<file path="src/rtl/fsc_pkg.sv">
// ----------------------------------------------------------------------------
// fsc_pkg
// Shared codes, types and helpers of the frustum sphere culler.
// ----------------------------------------------------------------------------
package fsc_pkg;

  localparam logic [1:0] ACT_VIEW   = 2'd0;
  localparam logic [1:0] ACT_PROJ   = 2'd1;
  localparam logic [1:0] ACT_UPDATE = 2'd2;
  localparam logic [1:0] ACT_TEST   = 2'd3;

  localparam logic [1:0] MODE_MUL  = 2'd0;
  localparam logic [1:0] MODE_SQ   = 2'd1;
  localparam logic [1:0] MODE_TEST = 2'd2;

  // Accumulator width: holds three squared 32-bit values or four shifted products.
  localparam int ACC_W = 66;
  localparam int CNT_W = 7;

  typedef struct packed {
    logic       wr_view;
    logic       wr_proj;
    logic       load_sphere;
    logic       clear_cull;
    logic       issue;
    logic       first;
    logic       last;
    logic [1:0] mode;
    logic [1:0] row;
    logic [1:0] col;
    logic [1:0] kk;
    logic [2:0] plane;
    logic [1:0] comp;
    logic       sqrt_init;
    logic       sqrt_step;
    logic       div_init;
    logic       div_step;
    logic       div_write;
  } cmd_t;

  typedef struct packed {
    logic culled;
  } stat_t;

  function automatic logic signed [31:0] sat32(input logic signed [ACC_W-1:0] v);
    logic signed [31:0] r;
    if (v > ACC_W'(signed'(32'sh7fffffff))) r = 32'sh7fffffff;
    else if (v < ACC_W'(signed'(32'sh80000000))) r = 32'sh80000000;
    else r = v[31:0];
    return r;
  endfunction

endpackage

</file>
<file path="src/rtl/fsc_ctrl.sv">
// ----------------------------------------------------------------------------
// fsc_ctrl
// Sequencer: steps the datapath through the matrix product, plane
// normalisation and sphere test, and drives the result strobe.
// ----------------------------------------------------------------------------
module fsc_ctrl #(
  parameter int FRAC_BITS = 16
) (
  input  logic          clk,
  input  logic          rst,
  input  logic          start,
  input  logic [1:0]    action,
  output logic          busy,
  output logic          inside_valid,
  output logic          inside_res,
  output fsc_pkg::cmd_t cmd,
  input  fsc_pkg::stat_t stat
);
  import fsc_pkg::*;

  localparam int QW = 32 + FRAC_BITS;

  localparam logic [2:0] S_IDLE = 3'd0;
  localparam logic [2:0] S_MUL  = 3'd1;
  localparam logic [2:0] S_NSQ  = 3'd2;
  localparam logic [2:0] S_SQRT = 3'd3;
  localparam logic [2:0] S_DIV  = 3'd4;
  localparam logic [2:0] S_TEST = 3'd5;

  logic [2:0]       state;
  logic [CNT_W-1:0] cnt;
  logic [2:0]       plane;
  logic [1:0]       comp;

  assign busy = (state != S_IDLE);

  always_comb begin
    cmd = '0;
    case (state)
      S_IDLE: begin
        if (start) begin
          cmd.wr_view     = (action == ACT_VIEW);
          cmd.wr_proj     = (action == ACT_PROJ);
          cmd.load_sphere = (action == ACT_TEST);
          cmd.clear_cull  = (action == ACT_TEST);
        end
      end
      S_MUL: begin
        cmd.mode  = MODE_MUL;
        cmd.issue = (cnt < CNT_W'(64));
        cmd.row   = cnt[5:4];
        cmd.col   = cnt[3:2];
        cmd.kk    = cnt[1:0];
        cmd.first = (cnt[1:0] == 2'd0);
        cmd.last  = (cnt[1:0] == 2'd3);
      end
      S_NSQ: begin
        cmd.mode  = MODE_SQ;
        cmd.issue = (cnt < CNT_W'(3));
        cmd.plane = plane;
        cmd.comp  = cnt[1:0];
        cmd.first = (cnt == '0);
      end
      S_SQRT: begin
        cmd.sqrt_init = (cnt == '0);
        cmd.sqrt_step = (cnt != '0);
      end
      S_DIV: begin
        cmd.plane     = plane;
        cmd.comp      = comp;
        cmd.div_init  = (cnt == '0);
        cmd.div_step  = (cnt != '0) && (cnt <= CNT_W'(QW));
        cmd.div_write = (cnt == CNT_W'(QW + 1));
      end
      S_TEST: begin
        cmd.mode  = MODE_TEST;
        cmd.issue = (cnt < CNT_W'(24));
        cmd.plane = cnt[4:2];
        cmd.comp  = cnt[1:0];
        cmd.first = (cnt[1:0] == 2'd0);
        cmd.last  = (cnt[1:0] == 2'd3);
      end
      default: cmd = '0;
    endcase
  end

  always_ff @(posedge clk) begin
    if (rst) begin
      state        <= S_IDLE;
      cnt          <= '0;
      plane        <= '0;
      comp         <= '0;
      inside_valid <= 1'b0;
      inside_res   <= 1'b0;
    end else begin
      inside_valid <= 1'b0;
      cnt          <= cnt + 1'b1;
      case (state)
        S_IDLE: begin
          cnt <= '0;
          if (start && action == ACT_UPDATE) state <= S_MUL;
          if (start && action == ACT_TEST) state <= S_TEST;
        end
        S_MUL: begin
          // Wait for the last product to pass prod and p_row into the raw plane rows.
          if (cnt == CNT_W'(65)) begin
            state <= S_NSQ;
            cnt   <= '0;
            plane <= '0;
          end
        end
        S_NSQ: begin
          if (cnt == CNT_W'(3)) begin
            state <= S_SQRT;
            cnt   <= '0;
          end
        end
        S_SQRT: begin
          if (cnt == CNT_W'(32)) begin
            state <= S_DIV;
            cnt   <= '0;
            comp  <= '0;
          end
        end
        S_DIV: begin
          if (cnt == CNT_W'(QW + 1)) begin
            cnt <= '0;
            if (comp == 2'd3) begin
              if (plane == 3'd5) begin
                state <= S_IDLE;
              end else begin
                plane <= plane + 1'b1;
                state <= S_NSQ;
              end
            end else begin
              comp <= comp + 1'b1;
            end
          end
        end
        S_TEST: begin
          if (cnt == CNT_W'(25)) begin
            state        <= S_IDLE;
            inside_valid <= 1'b1;
            inside_res   <= ~stat.culled;
          end
        end
        default: state <= S_IDLE;
      endcase
    end
  end

endmodule

</file>
<file path="config.mk">
export PLATFORM = sky130hd
export DESIGN_NAME = fsc_ctrl
export DESIGN_NICKNAME = d
export VERILOG_FILES = /design/src/rtl/fsc_pkg.sv /design/src/rtl/fsc_ctrl.sv
export SDC_FILE = /design/constraint.sdc
export NUM_CORES = 1
export LEC_CHECK = 0
export BUFFER_PORTS_ARGS = -buffer_cell sky130_fd_sc_hd__buf_2
export CAP_MARGIN = 0
export CORE_MARGIN = 2
export CORE_UTILIZATION = 45
export DETAILED_ROUTE_END_ITERATION = 7
export PLACE_DENSITY = 0.7
export SETUP_SLACK_MARGIN = 0.3
export SLEW_MARGIN = 30
export SYNTH_ARGS = -nofsm -noshare
export SYNTH_HDL_FRONTEND = slang
export SYNTH_SLANG_ARGS = --single-unit
export TNS_END_PERCENT = 100
</file>
<file path="constraint.sdc">
create_clock -name clk -period 2.4 [get_ports clk]
set_input_delay 0.48 -clock clk [delete_from_list [all_inputs] [get_ports clk]]
set_output_delay 0.48 -clock clk [all_outputs]
set_load 0.01 [all_outputs]
</file>
; ---- Word-level counts from Yosys, hierarchy flattened
; Cells that the tools add are included.
[op_classes]
n_addsub = 3
magnitude_cmp = 4
n_eq_ne = 25
n_mux = 34
bitwise_logic = 2
reduce_logical = 17
[op_table]
columns = op, count
row1 = two-way mux 3 bit, 13
row2 = one-hot mux 7 bit (5 select lines), 1
row3 = two-way mux 7 bit, 4
row4 = one-hot mux 3 bit (6 select lines), 1
row5 = inequality test 2 bit (second input constant), 8
row6 = one-hot mux 5 bit (3 select lines), 1
row7 = == test 7 x 6 -> 1 bit (second input constant), 2
row8 = two-way mux 2 bit, 5
row9 = == test 3 bit (second input constant), 3
row10 = == test 2 bit (second input constant), 4
row11 = two-way mux 4 bit, 2
row12 = one-hot mux 2 bit (2 select lines), 2
row13 = adder 7 x 1 -> 7 bit (second input constant), 1
row14 = == test 7 x 2 -> 1 bit (second input constant), 1
row15 = == test 7 x 5 -> 1 bit (second input constant), 1
row16 = == test 7 bit (second input constant), 1
row17 = less-or-equal comparator 7 x 6 -> 1 bit (second input constant), 1
row18 = zero test 7 bit, 1
row19 = < comparator 7 x 2 -> 1 bit (second input constant), 1
row20 = < comparator 7 x 5 -> 1 bit (second input constant), 1
row21 = < comparator 7 bit (second input constant), 1
row22 = AND reduction 7 bit, 1
row23 = nonzero test 7 bit, 1
row24 = == test 3 x 2 -> 1 bit (second input constant), 2
row25 = other kinds (19), 26
[totals]
regBits = 17
in_bits = 6
output_inout_bits = 28
word_cells = 91

; ---- Depth between registers and ports, before layout
; Gate-level depths: netlist (run 1).
[logic_depth]
ltp_word = 5
ltp_mapped = 8
ltp_nobuf = 7

; ---- Worst setup path after synthesis (run 1)
; No wires, ideal clock.
[synth_path]
kind = register -> output
startpoint = reg state[1]
endpoint = out cmd[1] (netlist name)
t_arrival_ps = 1559
required_ps = 1920
setup_slack_ps = 361
stages_incl_launch_ff = 5
n_path_buf = 1
cell_sequence = dfxtp_1 buf_4 nor2_1 nand2_1 a2111oi_0
[synth_rtl]
columns = item, line
row1 = "start, declared", fsc_ctrl.sv:30  ; logic [2:0] state;
row2 = "start signal, assigned", fsc_ctrl.sv:89  ; state <= S_IDLE;
row3 = "start signal, assigned", fsc_ctrl.sv:101  ; if (start && action == ACT_UPDATE) state <= S_MUL;
row4 = "start signal, assigned", fsc_ctrl.sv:102  ; if (start && action == ACT_TEST) state <= S_TEST;
row5 = "end, declared", fsc_ctrl.sv:16  ; output fsc_pkg::cmd_t cmd,

==> results of run 1 <==
-- area by class of cell --
type	instances	area, um2	share of cell area [%]
Sequential cell	17	370	21.4
Inverter	5	22.5	1.30
Timing Repair Buffer	52	315	18.3
Tap cell	31	38.8	2.25
Clock buffer	3	22.5	1.30
Multi-Input combinational cell	136	952	55.1
Clock inverter	1	5.00	0.290
-- cell families after synthesis --
family	count (synthesis)	share of synthesized area [%]
XOR/XNOR	5	3.28
buffers and inverters	19	9.09
flip-flops	17	25.5
AND/OR/NAND/NOR	88	35.2
AO/OA/AOI/OAI	27	13.6
multiplexers	10	7.69
adder cells (fa/ha/maj)	6	5.62
-- routing by layer --
| layer | routed length (um) | track usage [%] | vias up |
|---|---|---|---|
| met5 | 0 | 0 | - |
| met4 | 37 | 4.32 | 0 |
| met3 | 277 | 4.18 | 6 |
| met2 | 1920 | 40.3 | 72 |
| met1 | 1690 | 29.6 | 665 |
| li1 | - | - | 689 |
-- worst max path at each step --
stage,startpoint,endpoint
after floorplan,state[1],cmd[1]
after global placement,cnt[2],state[2]
after detailed placement,cnt[2],state[2]
after CTS,cnt[3],cmd[0]
after global routing,cnt[2],cmd[1]
final,cnt[2],cmd[1]
-- layout by cell type, fill, tap and decap left out, types with 2 or more instances in the layout --
cell type / instances
inv_1: 4
nand4_1: 4
nand3b_1: 2
clkbuf_4: 3
and3_1: 7
a21oi_1: 7
mux2_4: 2
nor2b_1: 2
a31oi_1: 2
nand3_1: 9
nand2_2: 2
o21ai_0: 8
xor2_1: 4
dfxtp_2: 3
nor3_1: 2
nor2_2: 3
mux2i_1: 8
dfxtp_4: 7
nand2_1: 14
and2_1: 4
buf_4: 17
buf_2: 33
dfxtp_1: 7
nor2_1: 21
buf_6: 2
and2b_1: 2
ha_1: 5
nor4_1: 2
-- through the flow --
stage / setup WS, ps / power, mW / instances / area (um2) / hold WS, ps
after floorplan: 361 / 0.554 / 172 / 1340 / 481
after global placement: 364 / 0.623 / 227 / 1470 / 440
after detailed placement: 267 / 0.631 / 227 / 1470 / 471
after CTS: 219 / 0.812 / 241 / 1630 / 449
after global routing: 87.0 / 0.895 / 245 / 1730 / 469
final: 146 / 0.852 / 245 / 1730 / 441
-- registers in the layout, indices dropped and copies added (netlist names) --
name          flops
cnt               7
comp              2
inside_res        1
inside_valid      1
plane             3
state             3
-- power by group through the flow --
stage,clock network (mW),logic [mW],registers [mW]
6_report,0.159,0.352,0.342
4_1_cts,0.161,0.317,0.334
3_3_place_gp,0,0.283,0.340
3_5_place_dp,0,0.291,0.339
5_1_grt,0.174,0.376,0.345
2_1_floorplan,0,0.244,0.310
-- worst max-delay path, stage by stage (launching register included) --
cell       delay [ps]
dfxtp_4           380
buf_4             150
nor2_2            160
a31oi_1           120
a2111oi_1         450
buf_2             220
-- repair_timing --
action	in CTS	in global routing
setup endpoints to repair	14	27
buffers inserted	10	4
gates resized for setup	19	19
cloned	0	0
pin swaps	4	8
==> summary.txt, run 1 <==
worst r2r src -> cnt[3]
cell internal pwr -> 0.521 mW
starting density of the core -> 48.0%
Clock Skew -> 2.46 ps
hold_sp -> stat
gpl congestion -> 0.833
Setup violations, final -> 0
ys flop type -> dfxtp_1
syn avg cell area -> 7.76 um2
fin util -> 62.1%
Slew @ Worst Pin -> 414 ps
Tmin final -> 2250 ps
synth top area cells -> dfxtp_1 (25%), nor2_1 (6.7%), mux2i_1 (6.0%), ha_1 (5.6%), nand2_1 (4.5%)
Synth cell types -> 45
synth warn -> 0
VDD IR max -> 0.000379 V
Yosys top cell by area -> dfxtp_1
global-route usage over all layers -> 23.0%
NumNets Final -> 227
first-pass GRT wire length -> 6.09 mm
Fin Setup TNS -> 0 ps
clock latency on the worst-skew pair -> 300 ps
MaxCap Viol Count -> 0
Seq cells post-synth -> 17
Synth async-reset ratio -> 0%
num rows -> 19
Slew Limit Fails -> 0
Post-synth EDFFs -> 0
post-route ant nets -> 0
Max Root-Sink Buffers -> 2
Seq pwr share -> 40.1%
crit path DAT -> 1770 ps
Die Wd -> 58.5 um
clock sinks -> 17
fmax -> 444 MHz
hold endpoint -> inside_res
die span in y -> 58.5 um
# hold bufs at CTS -> 0
worst reg2reg path depth -> 6
RSZ-0062 raised after global routing -> true
Switching Fraction -> 38.9%
most frequent cell after synthesis -> nor2_1
layout cells sized above 1 -> 42.1%
final WL -> 3.93 mm
fillcell total -> 233
Pleak -> 0.787 nW
status -> finished, final reports clean
Core Area -> 0.00278 mm2
Via density -> 5.84
Area Overhead vs Synth -> 29.3%
antenna violations before repair -> 0
r2r setup slk -> 300 ps
Clock transition at path regs -> 100 ps
Comb power frac -> 41.3%
die area -> 0.00342 mm2
cts bufs inserted -> 3
GRT overflow -> 0
Worst slew margin -> 72.3%
Setup Crit Path Kind -> reg -> out
I/O Buffers -> 33
H-tree Lvls -> 1
post-synthesis sequential area ratio -> 25.5%
ANT cells -> 0
Req. time, crit path -> 1920 ps
Clock Tree Root -> clkbuf_4
vias -> 1432
final period utilization -> 93.9%
hold depth -> 3
DRC Markers -> 0
Routed WL per cell -> 16.0 um
TritonCTS clock tree -> built
dpl hpwl -> 2.62 mm
I/O pins -> 34
Mapped Area -> 0.00134 mm2
Post-Syn Instances -> 172
number of global-route vias before repair -> 1313
largest net degree at the start of global routing -> 15
PwrDens -> 494 mW/mm2
Fin. Hold Viols -> 0
clock power share -> 18.6%
1st-pass router iterations -> 4
reg2reg end -> state[2]
Setup crit end kind -> primary output
most instantiated cells after synthesis -> nor2_1 (24), dfxtp_1 (17), nand2_1 (16)
NetSw -> 0.331 mW
DR iter-0 viols -> 63
Worst Hold Class -> in -> reg
Setup crit start kind -> flip-flop
area share of the largest cell type after synthesis -> 25.5%
Syn Nets -> 184
Worst Path Max Fanout -> 4
No activity file was read; power rests on OpenSTA's default activity.
==> run 2: changes to the inputs <==
==> constraint.sdc (replaced) <==
create_clock -name clk -period 2.7 [get_ports clk]
set_input_delay 0.54 -clock clk [delete_from_list [all_inputs] [get_ports clk]]
set_output_delay 0.54 -clock clk [all_outputs]
set_load 0.01 [all_outputs]
==> summary.txt, run 2 (synthesis gave the netlist of run 1 again) <==
most frequent cells in the layout -> buf_2 (33), nor2_1 (23), nand2_1 (15), dfxtp_1 (11), nand3_1 (9)
post-route ant nets -> 0 (unchanged)
MaxCap Viol Count -> 0 (unchanged)
layout cells sized above 1 -> 31.2% (-11 points)
slowest cell on the critical path -> dfxtp_1
Area Overhead vs Synth -> 15.1%
clock latency on the worst-skew pair -> 300 ps (about the same)
most common cell after layout, fill and taps aside -> buf_2
Max Root-Sink Buffers -> 2 (unchanged)
Max stage delay on crit path -> 490 ps (+40 ps)
Layout Cell Area excl Fill -> 0.00154 mm2 (-11%)
worst reg2reg path depth -> 7 (+1)
clock sinks -> 17 (unchanged)
CP top delay family -> flip-flops
Setup Crit Path Kind -> reg -> out
reg2reg end -> state[0]
NumNets Final -> 212 (-6.6%)
Worst Hold Class -> reg -> reg
Setup violations, final -> 0 (unchanged)
fmax -> 429 MHz
global-route usage over all layers -> 20.8% (-2.2 points)
first-pass GRT wire length -> 5.50 mm (-9.7%)
Via density -> 5.81 (-0.62%)
Setup crit start kind -> flip-flop
biggest regs -> cnt: 7 flops, plane: 3 flops, state: 3 flops
Seq pwr share -> 42.4% (+2.3 points)
worst setup path end -> cmd[1]
I/O pins -> 34 (unchanged)
ANT cells -> 0 (unchanged)
r2r setup slk -> 570 ps (+270 ps)
largest net degree at the start of global routing -> 15 (unchanged)
I/O Buffers -> 33 (unchanged)
Tmin final -> 2330 ps
die area -> 0.00342 mm2 (unchanged)
Setup crit end kind -> primary output
1st-pass router iterations -> 4 (unchanged)
TritonCTS clock tree -> built
Slew @ Worst Pin -> 564 ps (+150 ps)
VDD IR max -> 0.000395 V (+4.2%)
cell internal pwr -> 0.434 mW (-17%)
Worst slew margin -> 62.1% (-10 points)
CP startpoint -> cnt[1]
gpl congestion -> 0.946 (+14%)
number of global-route vias before repair -> 1184 (-9.8%)
Slew Limit Fails -> 0 (unchanged)
Fin Setup TNS -> 0 ps (unchanged)
status -> finished, final reports clean
Clock transition at path regs -> 100 ps (about the same)
Clock Tree Root -> clkbuf_4
RSZ-0062 raised after global routing -> false
Cell Chain, Critical Path -> inv_1 -> ha_1 -> a2111oi_1 -> buf_2
PwrDens -> 459 mW/mm2 (-7.0%)
antenna violations before repair -> 0 (unchanged)
final period utilization -> 86.3%
placed inst area -> 0.00146 mm2 (-1.0%)
worst r2r src -> cnt[1]
Routed WL per cell -> 14.6 um (-8.8%)
final WL -> 3.36 mm (-14%)
GRT overflow -> 0 (unchanged)
H-tree Lvls -> 1 (unchanged)
number of flip-flops in the largest register -> 7 (unchanged)
DRC Markers -> 0 (unchanged)
Most flops, register -> cnt
DR iter-0 viols -> 58 (-7.9%)
starting density of the core -> 48.0% (unchanged)
Core Area -> 0.00278 mm2 (unchanged)
NetSw -> 0.271 mW (-18%)
Fin. Hold Viols -> 0 (unchanged)
clock power share -> 20.7% (+2.1 points)
crit path DAT -> 1790 ps (+20 ps)
vias -> 1336 (-6.7%)
WP buf/inv -> 2 (unchanged)
cts bufs inserted -> 3 (unchanged)
Req. time, crit path -> 2160 ps (+240 ps)
dpl hpwl -> 2.49 mm (-5.0%)
num rows -> 19 (unchanged)
Die Wd -> 58.5 um (unchanged)
Clock Skew -> 0.734 ps (-1.72 ps)
Pleak -> 0.692 nW (-12%)
Worst Path Max Fanout -> 8 (+4)
Worst path depth -> 4 (-1)
Comb power frac -> 36.9% (-4.4 points)
die span in y -> 58.5 um (unchanged)
hold slack -> 471 ps (+29.5 ps)
Switching Fraction -> 38.5% (-0.38 points)
[run 2: cell types whose count changed in the layout (fill, tap and decap cells not counted), sizes merged]
cell,previous run,this run
inv,4,5
clkbuf,3,4
buf,52,37
clkinv,1,0
clkinvlp,1,0
[run 2: power by group through the flow]
stage | Clock (mW) | Sequential (mW) | Combinational [mW]
floorplan | 0 | 0.275 | 0.217
global placement | 0 | 0.299 | 0.246
detailed placement | 0 | 0.299 | 0.251
CTS | 0.146 | 0.295 | 0.253
global route | 0.159 | 0.303 | 0.289
finish | 0.146 | 0.299 | 0.260
[run 2: worst register-to-register path, cell delays in order (launching register included)]
cell and delay, ps:
dfxtp_1 410, inv_1 140, ha_1 240, nor4bb_1 480, nand3_1 170, nand3_1 150
o211ai_2 120, mux2_1 320
[run 2: area by class of cell]
cell class | instances | area, um2
clock buffer | 4 | 26.3
fill | 272 | 1240
inverter | 5 | 18.8
multi-input combinational | 136 | 910
sequential | 17 | 348
tap | 31 | 38.8
timing repair buffer | 37 | 195
[run 2: how the worst min path moves through the flow]
stage | end | startpoint | slack [ps] | cells after the start
global route | inside_res | inside_res | 490 | 2
detailed placement | inside_res | inside_res | 470 | 2
CTS | inside_res | inside_res | 480 | 2
floorplan | inside_res | inside_res | 480 | 2
finish | inside_res | inside_res | 470 | 2
global placement | inside_res | inside_res | 440 | 2
[run 2: timing repair]
| action | CTS | global route |
|---|---|---|
| hold buffers | 0 | 0 |
| pin swaps | 0 | 1 |
| gates resized for setup | 4 | 11 |
| hold endpoints to repair | 0 | 0 |
| setup buffers | 0 | 1 |
| endpoints found under the setup margin | 10 | 7 |
[run 2: layer usage]
metal / GRT usage, % / up-vias / part of all wire, %
li1: - / 660 / -
met1: 27.8 / 619 / 45
met2: 32.3 / 51 / 45
met3: 3.08 / 6 / 6.5
met4: 11.0 / 0 / 2.6
met5: 0 / - / 0
[run 2: per-stage QoR]
step           instances  util [%]  power [mW]  setup slack, ps
3_3_place_gp         225      52.5       0.545              560
4_1_cts              229      54.0       0.694              289
3_5_place_dp         225      52.5       0.549              465
6_report             230      55.2       0.705              370
5_1_grt              230      55.2       0.751              303
2_1_floorplan        172         -       0.492              601
